[config.mk]
export PLATFORM = sky130hd
export DESIGN_NAME = sorted_event_queue
export DESIGN_NICKNAME = d
export VERILOG_FILES = /design/src/rtl/core/seq_pkg.sv /design/src/rtl/core/seq_ram.sv /design/src/rtl/core/seq_ctrl.sv /design/src/rtl/core/sorted_event_queue.sv
export VERILOG_INCLUDE_DIRS = /design/src /design/src/rtl/core
export SDC_FILE = /design/constraint.sdc
export NUM_CORES = 1
export LEC_CHECK = 0
export BUFFER_PORTS_ARGS = -buffer_cell sky130_fd_sc_hd__buf_2
export CORE_AREA = 2 2 332 203
export DETAILED_ROUTE_END_ITERATION = 10
export DIE_AREA = 0 0 334 205
export MAX_ROUTING_LAYER = met4
export PLACE_DENSITY = 0.75
export SYNTH_ARGS = -nofsm -noshare
export SYNTH_HDL_FRONTEND = slang
export SYNTH_HIERARCHICAL = 1
export SYNTH_SLANG_ARGS = --single-unit
[constraint.sdc]
create_clock -name clock -period 6.05 [get_ports clock]
set_input_delay 1.21 -clock clock [delete_from_list [all_inputs] [get_ports clock]]
set_output_delay 1.21 -clock clock [all_outputs]
set_load 0.01 [all_outputs]
[src/rtl/core/sorted_event_queue_defines.svh]
// ----------------------------------------------------------------------------
// sorted_event_queue_defines.svh
// Assertion macros used by the sorted event queue controller (seq_ctrl).
// ----------------------------------------------------------------------------
`ifndef SORTED_EVENT_QUEUE_DEFINES_SVH
`define SORTED_EVENT_QUEUE_DEFINES_SVH

`ifndef ASSERT_OFF
// Property must hold at every clock edge outside reset.
`define SEQ_ASSERT(label, clk, rst, prop, msg) \
   label: assert property (@(posedge clk) disable iff (rst) prop) else $error(msg);
// Expression must never be true at a clock edge outside reset.
`define SEQ_ASSERT_NEVER(label, clk, rst, expr, msg) \
   label: assert property (@(posedge clk) disable iff (rst) !(expr)) else $error(msg);
`else
`define SEQ_ASSERT(label, clk, rst, prop, msg)
`define SEQ_ASSERT_NEVER(label, clk, rst, expr, msg)
`endif

`endif

[src/rtl/core/seq_pkg.sv]
// ----------------------------------------------------------------------------
// seq_pkg
// Types and codes shared by the sorted event queue modules.
// ----------------------------------------------------------------------------
package seq_pkg;

   // Operation codes carried on req_func
   localparam logic FUNC_INSERT = 1'b0;
   localparam logic FUNC_REMOVE = 1'b1;

   typedef enum logic [1:0] {
      ST_OK    = 2'd0,
      ST_FULL  = 2'd1,
      ST_EMPTY = 2'd2
   } status_type;

   typedef enum logic [1:0] {
      S_IDLE,
      S_INS_CMP,
      S_INS_PUT,
      S_REM
   } state_type;

   typedef struct packed {
      logic       out_valid;
      status_type status;
   } rsp_flags_type;

endpackage

[src/rtl/core/seq_ram.sv]
// ----------------------------------------------------------------------------
// seq_ram
// Generic single-write, single-read RAM with a registered read port.
// ----------------------------------------------------------------------------
module seq_ram #(
   parameter int WIDTH = 48,
   parameter int DEPTH = 16,
   localparam int AW = $clog2(DEPTH)
) (
   input  logic             clock,
   input  logic             wr_en,
   input  logic [AW-1:0]    wr_addr,
   input  logic [WIDTH-1:0] wr_data,
   input  logic             rd_en,
   input  logic [AW-1:0]    rd_addr,
   output logic [WIDTH-1:0] rd_data
);

   logic [WIDTH-1:0] store_ff [DEPTH];
   logic [WIDTH-1:0] rd_data_ff;

   always_ff @(posedge clock) begin
      if (wr_en) begin
         store_ff[wr_addr] <= wr_data;
      end
   end

   always_ff @(posedge clock) begin
      if (rd_en) begin
         rd_data_ff <= store_ff[rd_addr];
      end
   end

   assign rd_data = rd_data_ff;

endmodule

[src/rtl/core/seq_ctrl.sv]
// ----------------------------------------------------------------------------
// seq_ctrl
// Sequencer for the sorted event queue: ring pointers, occupancy and the
// insertion walk over the entry memory, plus the registered result.
// ----------------------------------------------------------------------------
`include "sorted_event_queue_defines.svh"

module seq_ctrl #(
   parameter int QUEUE_DEPTH = 16,
   parameter int TIME_BITS   = 32,
   parameter int TAG_BITS    = 16,
   localparam int IDX_W = $clog2(QUEUE_DEPTH),
   localparam int CNT_W = $clog2(QUEUE_DEPTH + 1),
   localparam int MEM_W = TIME_BITS + TAG_BITS
) (
   input  logic                  clock,
   input  logic                  reset,
   input  logic                  start,
   output logic                  busy,
   input  logic                  req_func,
   input  logic [TIME_BITS-1:0]  req_event_time,
   input  logic [TAG_BITS-1:0]   req_event_tag,
   output logic                  mem_wr_en,
   output logic [IDX_W-1:0]      mem_wr_addr,
   output logic [MEM_W-1:0]      mem_wr_data,
   output logic                  mem_rd_en,
   output logic [IDX_W-1:0]      mem_rd_addr,
   input  logic [MEM_W-1:0]      mem_rd_data,
   output logic                  rsp_strobe,
   output logic [TIME_BITS-1:0]  rsp_time,
   output logic [TAG_BITS-1:0]   rsp_tag,
   output seq_pkg::rsp_flags_type rsp_flags,
   output logic [CNT_W-1:0]      rsp_occupancy
);

   import seq_pkg::*;

   localparam logic [IDX_W:0]   DEPTH_EXT = (IDX_W + 1)'(QUEUE_DEPTH);
   localparam logic [CNT_W-1:0] CNT_FULL  = CNT_W'(QUEUE_DEPTH);

   state_type            state_ff, state_in;
   logic [IDX_W-1:0]     head_ff, head_in;
   logic [CNT_W-1:0]     count_ff, count_in;
   logic [IDX_W-1:0]     k_ff, k_in;
   logic [TIME_BITS-1:0] time_ff, time_in;
   logic [TAG_BITS-1:0]  tag_ff, tag_in;

   logic                 rsp_strobe_ff, rsp_strobe_in;
   logic [TIME_BITS-1:0] rsp_time_ff, rsp_time_in;
   logic [TAG_BITS-1:0]  rsp_tag_ff, rsp_tag_in;
   rsp_flags_type        rsp_flags_ff, rsp_flags_in;
   logic [CNT_W-1:0]     rsp_occ_ff, rsp_occ_in;

   logic                 accept;
   logic                 is_full;
   logic                 is_empty;
   logic [TIME_BITS-1:0] rd_time;
   logic [TAG_BITS-1:0]  rd_tag;
   logic                 shift;
   logic [IDX_W-1:0]     count_idx;

   // Logical slot to physical address: one compare and subtract on the ring.
   function automatic logic [IDX_W-1:0] phys(input logic [IDX_W-1:0] base,
                                             input logic [IDX_W-1:0] off);
      logic [IDX_W:0] sum;
      sum = {1'b0, base} + {1'b0, off};
      if (sum >= DEPTH_EXT) begin
         sum = sum - DEPTH_EXT;
      end
      return sum[IDX_W-1:0];
   endfunction

   assign accept    = start && (state_ff == S_IDLE);
   assign is_full   = (count_ff == CNT_FULL);
   assign is_empty  = (count_ff == '0);
   assign rd_time   = mem_rd_data[MEM_W-1 -: TIME_BITS];
   assign rd_tag    = mem_rd_data[TAG_BITS-1:0];
   assign shift     = (rd_time >= time_ff);
   assign count_idx = count_ff[IDX_W-1:0];

   // Next state
   always_comb begin
      state_in = state_ff;
      unique case (state_ff)
         S_IDLE: begin
            if (accept) begin
               if (req_func == FUNC_INSERT && !is_full) begin
                  state_in = is_empty ? S_INS_PUT : S_INS_CMP;
               end else if (req_func == FUNC_REMOVE && !is_empty) begin
                  state_in = S_REM;
               end
            end
         end
         S_INS_CMP: begin
            if (shift) begin
               state_in = (k_ff == IDX_W'(1)) ? S_INS_PUT : S_INS_CMP;
            end else begin
               state_in = S_IDLE;
            end
         end
         S_INS_PUT: state_in = S_IDLE;
         S_REM:     state_in = S_IDLE;
         default:   state_in = S_IDLE;
      endcase
   end

   // Datapath and memory control
   always_comb begin
      head_in       = head_ff;
      count_in      = count_ff;
      k_in          = k_ff;
      time_in       = time_ff;
      tag_in        = tag_ff;
      mem_wr_en     = 1'b0;
      mem_wr_addr   = phys(head_ff, k_ff);
      mem_wr_data   = {time_ff, tag_ff};
      mem_rd_en     = 1'b0;
      mem_rd_addr   = phys(head_ff, k_ff - IDX_W'(2));
      rsp_strobe_in = 1'b0;
      rsp_time_in   = '0;
      rsp_tag_in    = '0;
      rsp_flags_in  = '{out_valid: 1'b0, status: ST_OK};

      unique case (state_ff)
         S_IDLE: begin
            if (accept) begin
               time_in = req_event_time;
               tag_in  = req_event_tag;
               k_in    = count_idx;
               if (req_func == FUNC_INSERT) begin
                  if (is_full) begin
                     // drop the event and flag it
                     rsp_strobe_in       = 1'b1;
                     rsp_flags_in.status = ST_FULL;
                  end else if (!is_empty) begin
                     // fetch the last entry to start the walk
                     mem_rd_en   = 1'b1;
                     mem_rd_addr = phys(head_ff, count_idx - IDX_W'(1));
                  end
               end else begin
                  if (is_empty) begin
                     rsp_strobe_in       = 1'b1;
                     rsp_flags_in.status = ST_EMPTY;
                  end else begin
                     mem_rd_en   = 1'b1;
                     mem_rd_addr = head_ff;
                  end
               end
            end
         end
         S_INS_CMP: begin
            mem_wr_en = 1'b1;
            if (shift) begin
               // move the entry up one slot and fetch the next one down
               mem_wr_data = mem_rd_data;
               k_in        = k_ff - IDX_W'(1);
               mem_rd_en   = (k_ff != IDX_W'(1));
            end else begin
               count_in      = count_ff + CNT_W'(1);
               rsp_strobe_in = 1'b1;
            end
         end
         S_INS_PUT: begin
            mem_wr_en     = 1'b1;
            count_in      = count_ff + CNT_W'(1);
            rsp_strobe_in = 1'b1;
         end
         S_REM: begin
            head_in                = phys(head_ff, IDX_W'(1));
            count_in               = count_ff - CNT_W'(1);
            rsp_strobe_in          = 1'b1;
            rsp_time_in            = rd_time;
            rsp_tag_in             = rd_tag;
            rsp_flags_in.out_valid = 1'b1;
         end
         default: begin
         end
      endcase

      rsp_occ_in = count_in;
   end

   always_ff @(posedge clock) begin
      if (reset) begin
         state_ff      <= S_IDLE;
         head_ff       <= '0;
         count_ff      <= '0;
         rsp_strobe_ff <= 1'b0;
      end else begin
         state_ff      <= state_in;
         head_ff       <= head_in;
         count_ff      <= count_in;
         rsp_strobe_ff <= rsp_strobe_in;
      end
   end

   always_ff @(posedge clock) begin
      k_ff         <= k_in;
      time_ff      <= time_in;
      tag_ff       <= tag_in;
      rsp_time_ff  <= rsp_time_in;
      rsp_tag_ff   <= rsp_tag_in;
      rsp_flags_ff <= rsp_flags_in;
      rsp_occ_ff   <= rsp_occ_in;
   end

   assign busy          = (state_ff != S_IDLE);
   assign rsp_strobe    = rsp_strobe_ff;
   assign rsp_time      = rsp_time_ff;
   assign rsp_tag       = rsp_tag_ff;
   assign rsp_flags     = rsp_flags_ff;
   assign rsp_occupancy = rsp_occ_ff;

   `SEQ_ASSERT(a_count_range, clock, reset, count_ff <= CNT_FULL, "occupancy beyond depth")
   `SEQ_ASSERT(a_done_strobe, clock, reset, (state_ff != S_IDLE) && (state_in == S_IDLE) |=> rsp_strobe_ff, "finished item gave no result")
   `SEQ_ASSERT(a_rem_count, clock, reset, state_ff == S_REM |=> count_ff == $past(count_ff) - CNT_W'(1), "removal did not lower occupancy")
   `SEQ_ASSERT_NEVER(a_walk_slot, clock, reset, (state_ff == S_INS_CMP) && (k_ff == '0), "insert walk below slot zero")
   `SEQ_ASSERT(a_valid_ok, clock, reset, rsp_strobe_ff && rsp_flags_ff.out_valid |-> rsp_flags_ff.status == ST_OK, "removed event with error status")

endmodule

[src/rtl/core/sorted_event_queue.sv]
// Insert: busy while each stored entry with time >= the new time moves up a slot
//   and the new event is written; the result strobe rises as busy falls.
// Remove: busy in S_REM (one RAM read), result strobe in the next cycle.
// Dropped insert or empty removal: no busy, result strobe in the next cycle.
// The entry RAM's single write port sets the insert time: one slot per cycle.
// Reset clears occupancy and ring head; the RAM is not cleared.
// ----------------------------------------------------------------------------
// sorted_event_queue
// Time-ordered event queue held in a ring buffer in one RAM, earliest first.
// ----------------------------------------------------------------------------
module sorted_event_queue #(
   parameter int QUEUE_DEPTH = 16,
   parameter int TIME_BITS   = 32,
   parameter int TAG_BITS    = 16
) (
   input  logic                                 clock,
   input  logic                                 reset,
   input  logic                                 start,
   output logic                                 busy,
   input  logic                                 req_func,
   input  logic [TIME_BITS-1:0]                 req_event_time,
   input  logic [TAG_BITS-1:0]                  req_event_tag,
   output logic                                 rsp_strobe,
   output logic [TIME_BITS-1:0]                 rsp_out_time,
   output logic [TAG_BITS-1:0]                  rsp_out_tag,
   output logic                                 rsp_out_valid,
   output logic [1:0]                           rsp_status,
   output logic [$clog2(QUEUE_DEPTH + 1)-1:0]   rsp_occupancy
);

   import seq_pkg::*;

   localparam int IDX_W = $clog2(QUEUE_DEPTH);
   localparam int MEM_W = TIME_BITS + TAG_BITS;

   // Entry memory interface. Each word holds {time, tag}; slot 0 of the
   // queue sits at the ring head, so a removal never moves data.
   logic             mem_wr_en;
   logic [IDX_W-1:0] mem_wr_addr;
   logic [MEM_W-1:0] mem_wr_data;
   logic             mem_rd_en;
   logic [IDX_W-1:0] mem_rd_addr;
   logic [MEM_W-1:0] mem_rd_data;

   rsp_flags_type    rsp_flags;

   // Sequencer: an insert walks down from the tail, one slot per cycle,
   // moving each entry whose time is not below the new one up by a slot,
   // then drops the new event into the hole. The read of the next slot down
   // overlaps the write of the current one; they never hit the same entry.
   // Every write completes before the next transfer can issue its read, so
   // no forwarding path is needed.
   seq_ctrl #(
      .QUEUE_DEPTH (QUEUE_DEPTH),
      .TIME_BITS   (TIME_BITS),
      .TAG_BITS    (TAG_BITS)
   ) u_ctrl (
      .clock          (clock),
      .reset          (reset),
      .start          (start),
      .busy           (busy),
      .req_func       (req_func),
      .req_event_time (req_event_time),
      .req_event_tag  (req_event_tag),
      .mem_wr_en      (mem_wr_en),
      .mem_wr_addr    (mem_wr_addr),
      .mem_wr_data    (mem_wr_data),
      .mem_rd_en      (mem_rd_en),
      .mem_rd_addr    (mem_rd_addr),
      .mem_rd_data    (mem_rd_data),
      .rsp_strobe     (rsp_strobe),
      .rsp_time       (rsp_out_time),
      .rsp_tag        (rsp_out_tag),
      .rsp_flags      (rsp_flags),
      .rsp_occupancy  (rsp_occupancy)
   );

   // Entry store: times and tags side by side in one word
   seq_ram #(
      .WIDTH (MEM_W),
      .DEPTH (QUEUE_DEPTH)
   ) u_entries (
      .clock   (clock),
      .wr_en   (mem_wr_en),
      .wr_addr (mem_wr_addr),
      .wr_data (mem_wr_data),
      .rd_en   (mem_rd_en),
      .rd_addr (mem_rd_addr),
      .rd_data (mem_rd_data)
   );

   // Unpack the result flags onto their ports
   assign rsp_out_valid = rsp_flags.out_valid;
   assign rsp_status    = rsp_flags.status;

endmodule

; ---- Word-level counts from Yosys, hierarchy flattened
; Memories as Yosys holds them, arrays and structs flattened. A register that Yosys moved wholly into a read port is not among the register bits.
; Cells that the tools add are included.
; W data, S select, Z words.
[classes]
add_sub_neg = 13
order_cmp = 5
n_bitwise = 1
n_mux = 43
n_eq_ne = 9
n_reduce_logical = 14
[op_table]
columns = operator, count
row1 = $mux W48, 2
row2 = $mux W4, 12
row3 = $ge A32 B32 Y1, 1
row4 = $sub A4 B1 Y4 const B, 6
row5 = $ge A5 B5 Y1 const B, 4
row6 = $mux W2, 8
row7 = $add A4 B4 Y5, 3
row8 = $mux W1, 15
row9 = $pmux W5 S3, 1
row10 = $pmux W4 S2, 1
row11 = $pmux W2 S3, 1
row12 = $add A4 B1 Y5 const B, 1
row13 = $add A5 B1 Y5 const B, 1
row14 = $eq A5 B5 Y1 const B, 1
row15 = $logic_not A5 Y1, 1
row16 = $mux W5, 1
row17 = $sub A5 B1 Y5 const B, 1
row18 = $eq A2 B2 Y1 const B, 2
row19 = $eq A4 B1 Y1 const B, 1
row20 = $ne A2 B1 Y1 const B, 2
row21 = $ne A4 B1 Y1 const B, 1
row22 = $reduce_and A2 Y1, 2
row23 = $reduce_bool A2 Y1, 2
row24 = $reduce_or A2 Y1, 2
row25 = 10 further kinds, 13
[word_totals]
elab_cells = 98
input_bits = 52
reg_bits = 120
ramBits = 768
mem_count = 1
[mem_list]
columns = memory, words, width, read_ports, rd_ports_with_merged_regs, write_ports, line_no
row1 = u_entries.store_ff, 16, 48, 1, 1, 1, seq_ram.sv:19  ; logic [WIDTH-1:0] store_ff [DEPTH];

; ---- Logic depth before layout (Yosys ltp)
[depth]
depth_word = 9
ltp_mapped = 15

; ---- Modules after synthesis
; Netlist, hierarchy kept.
[modules_own_cells]
columns = module, n_inst, cells_per_inst, area_per_inst_um2, seq_area_each_um2
row1 = seq_ram, 1, 1242, 30171.4, 24503.5
row2 = seq_ctrl, 1, 523, 6109.6, 2922.8

; ---- Worst setup path before layout
; Ideal clock, no wire load.
[synth_timing]
path_type = flip-flop to flip-flop
start = register u_entries.rd_data_ff[43], in the netlist u_entries/rd_data[43], read port of u_entries.store_ff
end = register u_entries.rd_data_ff[0], in the netlist u_entries/rd_data[0], read port of u_entries.store_ff, enable pin
synth_period_minus_slack_ns = 5.847
slack_ns = 0.203
t_arrival_ns = 5.327
setup_time_ns = 0.520
path_stages_with_launch = 9
required_time_ns = 5.530
path_cell_list = edfxtp_1 > ha_1 > nand4_1 > nor4_4 > nand2_1 > o2bb2ai_2 > o21ai_4 > buf_6 > o21ai_0
[synth_via]
elab_chain_cells = 3
[synth_rtl]
columns = element, line_no
row1 = "start, declared", seq_ram.sv:20  ; logic [WIDTH-1:0] rd_data_ff;
row2 = $ge A32 B32 Y1, seq_ctrl.sv:78  ; assign shift = (rd_time >= time_ff);
row3 = $mux W1, seq_ctrl.sv:153  ; if (shift) begin
row4 = $pmux W1 S2, seq_ctrl.sv:124  ; unique case (state_ff)
row5 = named net mem_rd_en, sorted_event_queue.sv:41  ; logic mem_rd_en;
; The timed path passes the listed nets, and every way through them passes these cells.
; A chain may end at the register's enable or synchronous reset.

; ---- Worst setup path after layout
[layout_timing]
start = register u_entries.rd_data_ff[46], in the netlist u_entries/rd_data[46], read port of u_entries.store_ff
end = memory u_entries.store_ff[8][47], data pin
[layout_via]
elab_chain_cells = 3
[layout_rtl]
columns = element, line_no
row1 = $ge A32 B32 Y1, seq_ctrl.sv:78
row2 = $mux W48, seq_ctrl.sv:153
row3 = $mux W48, seq_ctrl.sv:124
row4 = named net mem_wr_data[47], sorted_event_queue.sv:40  ; logic [MEM_W-1:0] mem_wr_data;
row5 = "end, declared", seq_ram.sv:19
; The timed path passes the listed nets, and every way through them passes these cells.

==> results.toml <==
[outcome]
outcome = "finished clean"

[place]
dp_hpwl_mm = 42.8
place_congestion = 0.830
port-buffer-count = 109
place_inst = 2700

[timing]
relSlewSlack_pct = 21.1
fmax_mhz = 222
post-route-period-util_pct = 74.6
fin_tns_setup_ns = 0
min_period_ns = 4.51
maxSlewViolCount = 0
hold_violations = 0
worstMarginPinSlew_ns = 1.18
grt_setup_unrepaired = "no"
fin_worst_skew_ns = 0.0358
finalSetupViolCount = 0

[route]
drtIter0Drc = 2649
vias_per_cell = 6.43
first_pass_iters = 5
antenna_left = 0
vias = 18300
drc = 0
drt-total-wl_mm = 81.5
wl_per_cell_microns = 28.6

[global_route]
grt_usage_pct = 24.9
overflow = 0
grt_max_degree = 67
gr-usage-met1_pct = 36.9
grt_pass1_wl_mm = 120
grt_pass1_vias = 18000
use_met3_pct = 4.52
top_usage_layer = "met1"
use_met2_pct = 36.4
antenna_found_initial = 0

[final_layout]
nets = 2030
diodes = 0
area_growth_pct = 12.0
fill_cells = 4445
drive_gt1_share_pct = 27.3
final_cells = 2847

[hold_path]
min_to = "u_ctrl/rsp_tag[9]$_SDFF_PN0_"
min_path_type = "flip-flop to flip-flop"
holdPathStages = 1
holdCritStartpoint = "u_entries/rd_data[9]$_DFFE_PP_"

[synthesis]
synth_cell_types = 57
yosys.area.top_type = "edfxtp_1"
ys.flop_type = "edfxtp_1"
syn_avg_cell_area_sq_um = 20.6
syn_nets = 1872
synth-edff-count = 868
synth_top_area_share_pct = 71.8
yosys-top-cells-area = "edfxtp_1, mux4_2, dfxtp_1, a22oi_1, mux2_4"
netlist_instances = 1765
yosys_warnings = 6
ys_seq_area_share_pct = 75.6
synth-seq-cells = 936
postSynth.asyncResetShare_pct = 0
syn_area_sq_um = 36300

[clocking]
clk_pin_slew_worst_paths_ns = 0.06
clk_path_buf_depth = 3
cts_setup_buffers = 0
numCtsBuffers = 83
cts.sinks = 936
hold_buffers = 0
clock-root-buffer = "clkbuf_16"
htree_num_levels = 3
tritoncts = "yes"
clkLatencyLatePin_ns = 0.65
ctsResizeCount = 0

[floorplan]
die-area_sq_um = 68500
fp-row-count = 73
die_x_microns = 334
die_h_microns = 205
io_pins = 110
start_util_pct = 55.5
core_region_area_sq_um = 65400

[power_and_ir_drop]
switching_share_pct = 27.1
switching_power_mw = 4.33
pwr-share-clk_pct = 31.7
p_per_area_nw_per_um2 = 394
p_leak_nw = 13.7
p_int_mw = 11.7
seq_power_share_pct = 48.5
ir_worst_vdd_v = 0.000241
comb_power_share_pct = 19.8

[critical_path]
worst_r2r_path_depth = 8
max_stage_delay_ns = 0.81
worstReg2RegEnd = "u_entries/store_ff[8][47]$_DFFE_PP_"
crit_family = "compound AO/OA/AOI/OAI gates"
arrival_ns = 4.85
r2r-start = "u_entries/rd_data[46]$_DFFE_PP_"
crit_slowest_cell = "o21ai_4"
crit_buf_inv = 1
critPathLaunchType = "flip-flop"
cp.required_ns = 6.38
critical_path_class = "flip-flop to flip-flop"
cp-end-kind = "flip-flop"
cp_common_cell = "a21oi_1"
r2r_slack_ns = 1.54
path_max_fanout = 22
crit_chain = "ha_1 > a21oi_1 > nand2_1 > a21oi_1 > nand4_1 > o21ai_4 > buf_4 > mux2_2"

[flow_run]
drv_cap = 0
## power by group through the flow
stage,sequential (mW),combinational [mW],clock (mW)
floorplan,7.83,2.19,0
global placement,7.87,3.06,0
detailed placement,7.89,3.15,0
CTS,7.75,3.17,5.14
global route,7.77,3.40,5.40
finish,7.75,3.17,5.07
## flip-flops by register name (all words and copies together), names as in the netlist
register / flops
u_ctrl/state_ff: 2
u_ctrl/rsp_occupancy: 5
u_entries/rd_data: 48
u_ctrl/rsp_flags: 3
u_ctrl/count_ff: 5
u_ctrl/k_ff: 4
u_ctrl/tag_ff: 16
u_ctrl/time_ff: 32
u_entries/store_ff: 768
u_ctrl/head_ff: 4
u_ctrl/rsp_time: 32
u_ctrl/rsp_strobe: 1
u_ctrl/rsp_tag: 16
## layout by cell type, fill, tap and decap left out, types with 17 or more instances in the layout
cell         n
dfxtp_1     68
ha_1        51
edfxtp_1   868
mux4_2     192
clkbuf_16   84
nand2_1     76
a21oi_1     25
buf_4       37
nor2_1      24
and2_1      48
clkinv_1    17
a22oi_1    101
buf_2      109
inv_1       48
clkbuf_1    17
mux2_4      47
## stage by stage
step | instance area [sq um] | util [%] | setup WS [ns] | power [mW] | hold slack [ns]
floorplan | 36300 | - | 0.203 | 10.0 | 0.453
finish | 40600 | 62.2 | 1.54 | 16.0 | 0.485
global route | 40600 | 62.2 | 1.47 | 16.6 | 0.509
detailed placement | 38100 | 58.2 | 1.57 | 11.0 | 0.482
CTS | 40600 | 62.2 | 1.63 | 16.1 | 0.481
global placement | 38100 | 58.2 | 1.72 | 10.9 | 0.480
## layer usage
layer / vias to the layer above / wire [microns]
li1: 7510 / -
met3: 137 / 8000
met2: 996 / 37300
met4: 0 / 1640
met5: - / 0
met1: 9669 / 34600
## how the worst max path moves through the flow
stage	from	to	slack, ns	cells after the start
after floorplan	u_entries/rd_data[43]$_DFFE_PP_	u_entries/rd_data[0]$_DFFE_PP_	0.20	8
final	u_entries/rd_data[46]$_DFFE_PP_	u_entries/store_ff[8][47]$_DFFE_PP_	1.54	8
after global placement	req_func	u_entries/rd_data[2]$_DFFE_PP_	1.72	8
after CTS	u_entries/rd_data[46]$_DFFE_PP_	u_entries/store_ff[10][47]$_DFFE_PP_	1.63	8
after global routing	u_entries/rd_data[46]$_DFFE_PP_	u_entries/store_ff[4][47]$_DFFE_PP_	1.47	8
after detailed placement	req_func	u_entries/rd_data[4]$_DFFE_PP_	1.57	8
## synthesized netlist by cell type (6+ instances only)
| library cell | number |
|---|---|
| inv_1 | 49 |
| xnor2_1 | 8 |
| and2_1 | 49 |
| mux2_4 | 47 |
| ha_1 | 52 |
| a21oi_1 | 25 |
| nor3_1 | 8 |
| buf_1 | 16 |
| clkbuf_1 | 36 |
| dfxtp_1 | 68 |
| o21ai_0 | 11 |
| mux4_2 | 192 |
| buf_4 | 18 |
| xor2_1 | 8 |
| nand2_1 | 76 |
| nand2b_1 | 6 |
| nand4_1 | 10 |
| a22oi_1 | 101 |
| edfxtp_1 | 868 |
| nand3_1 | 8 |
| nor2_1 | 37 |
## cell type report
| class | instances | area [sq um] | share of cell area (%) |
|---|---|---|---|
| clock inverters | 46 | 388 | 0.954 |
| multi-input cells | 699 | 8420 | 20.7 |
| flip-flops and latches | 936 | 27400 | 67.5 |
| well taps | 862 | 1080 | 2.65 |
| clock buffers | 101 | 2170 | 5.33 |
| inverters | 49 | 184 | 0.453 |
| repair buffers | 154 | 983 | 2.42 |
## cell families (layout without fill, tap and decap cells)
kind of cell             Yosys count  in the layout  share of synthesized area [%]
flip-flops                       936            936                           75.6
buffers and inverters            130            350                           1.68
adder cells (fa/ha/maj)           55             55                           1.96
AND/OR/NAND/NOR                  208            208                           2.85
XOR/XNOR                          16             16                          0.386
multiplexers                     245            245                           14.0
AO/OA/AOI/OAI                    175            175                           3.49
Power figures use the tool's default switching activity.
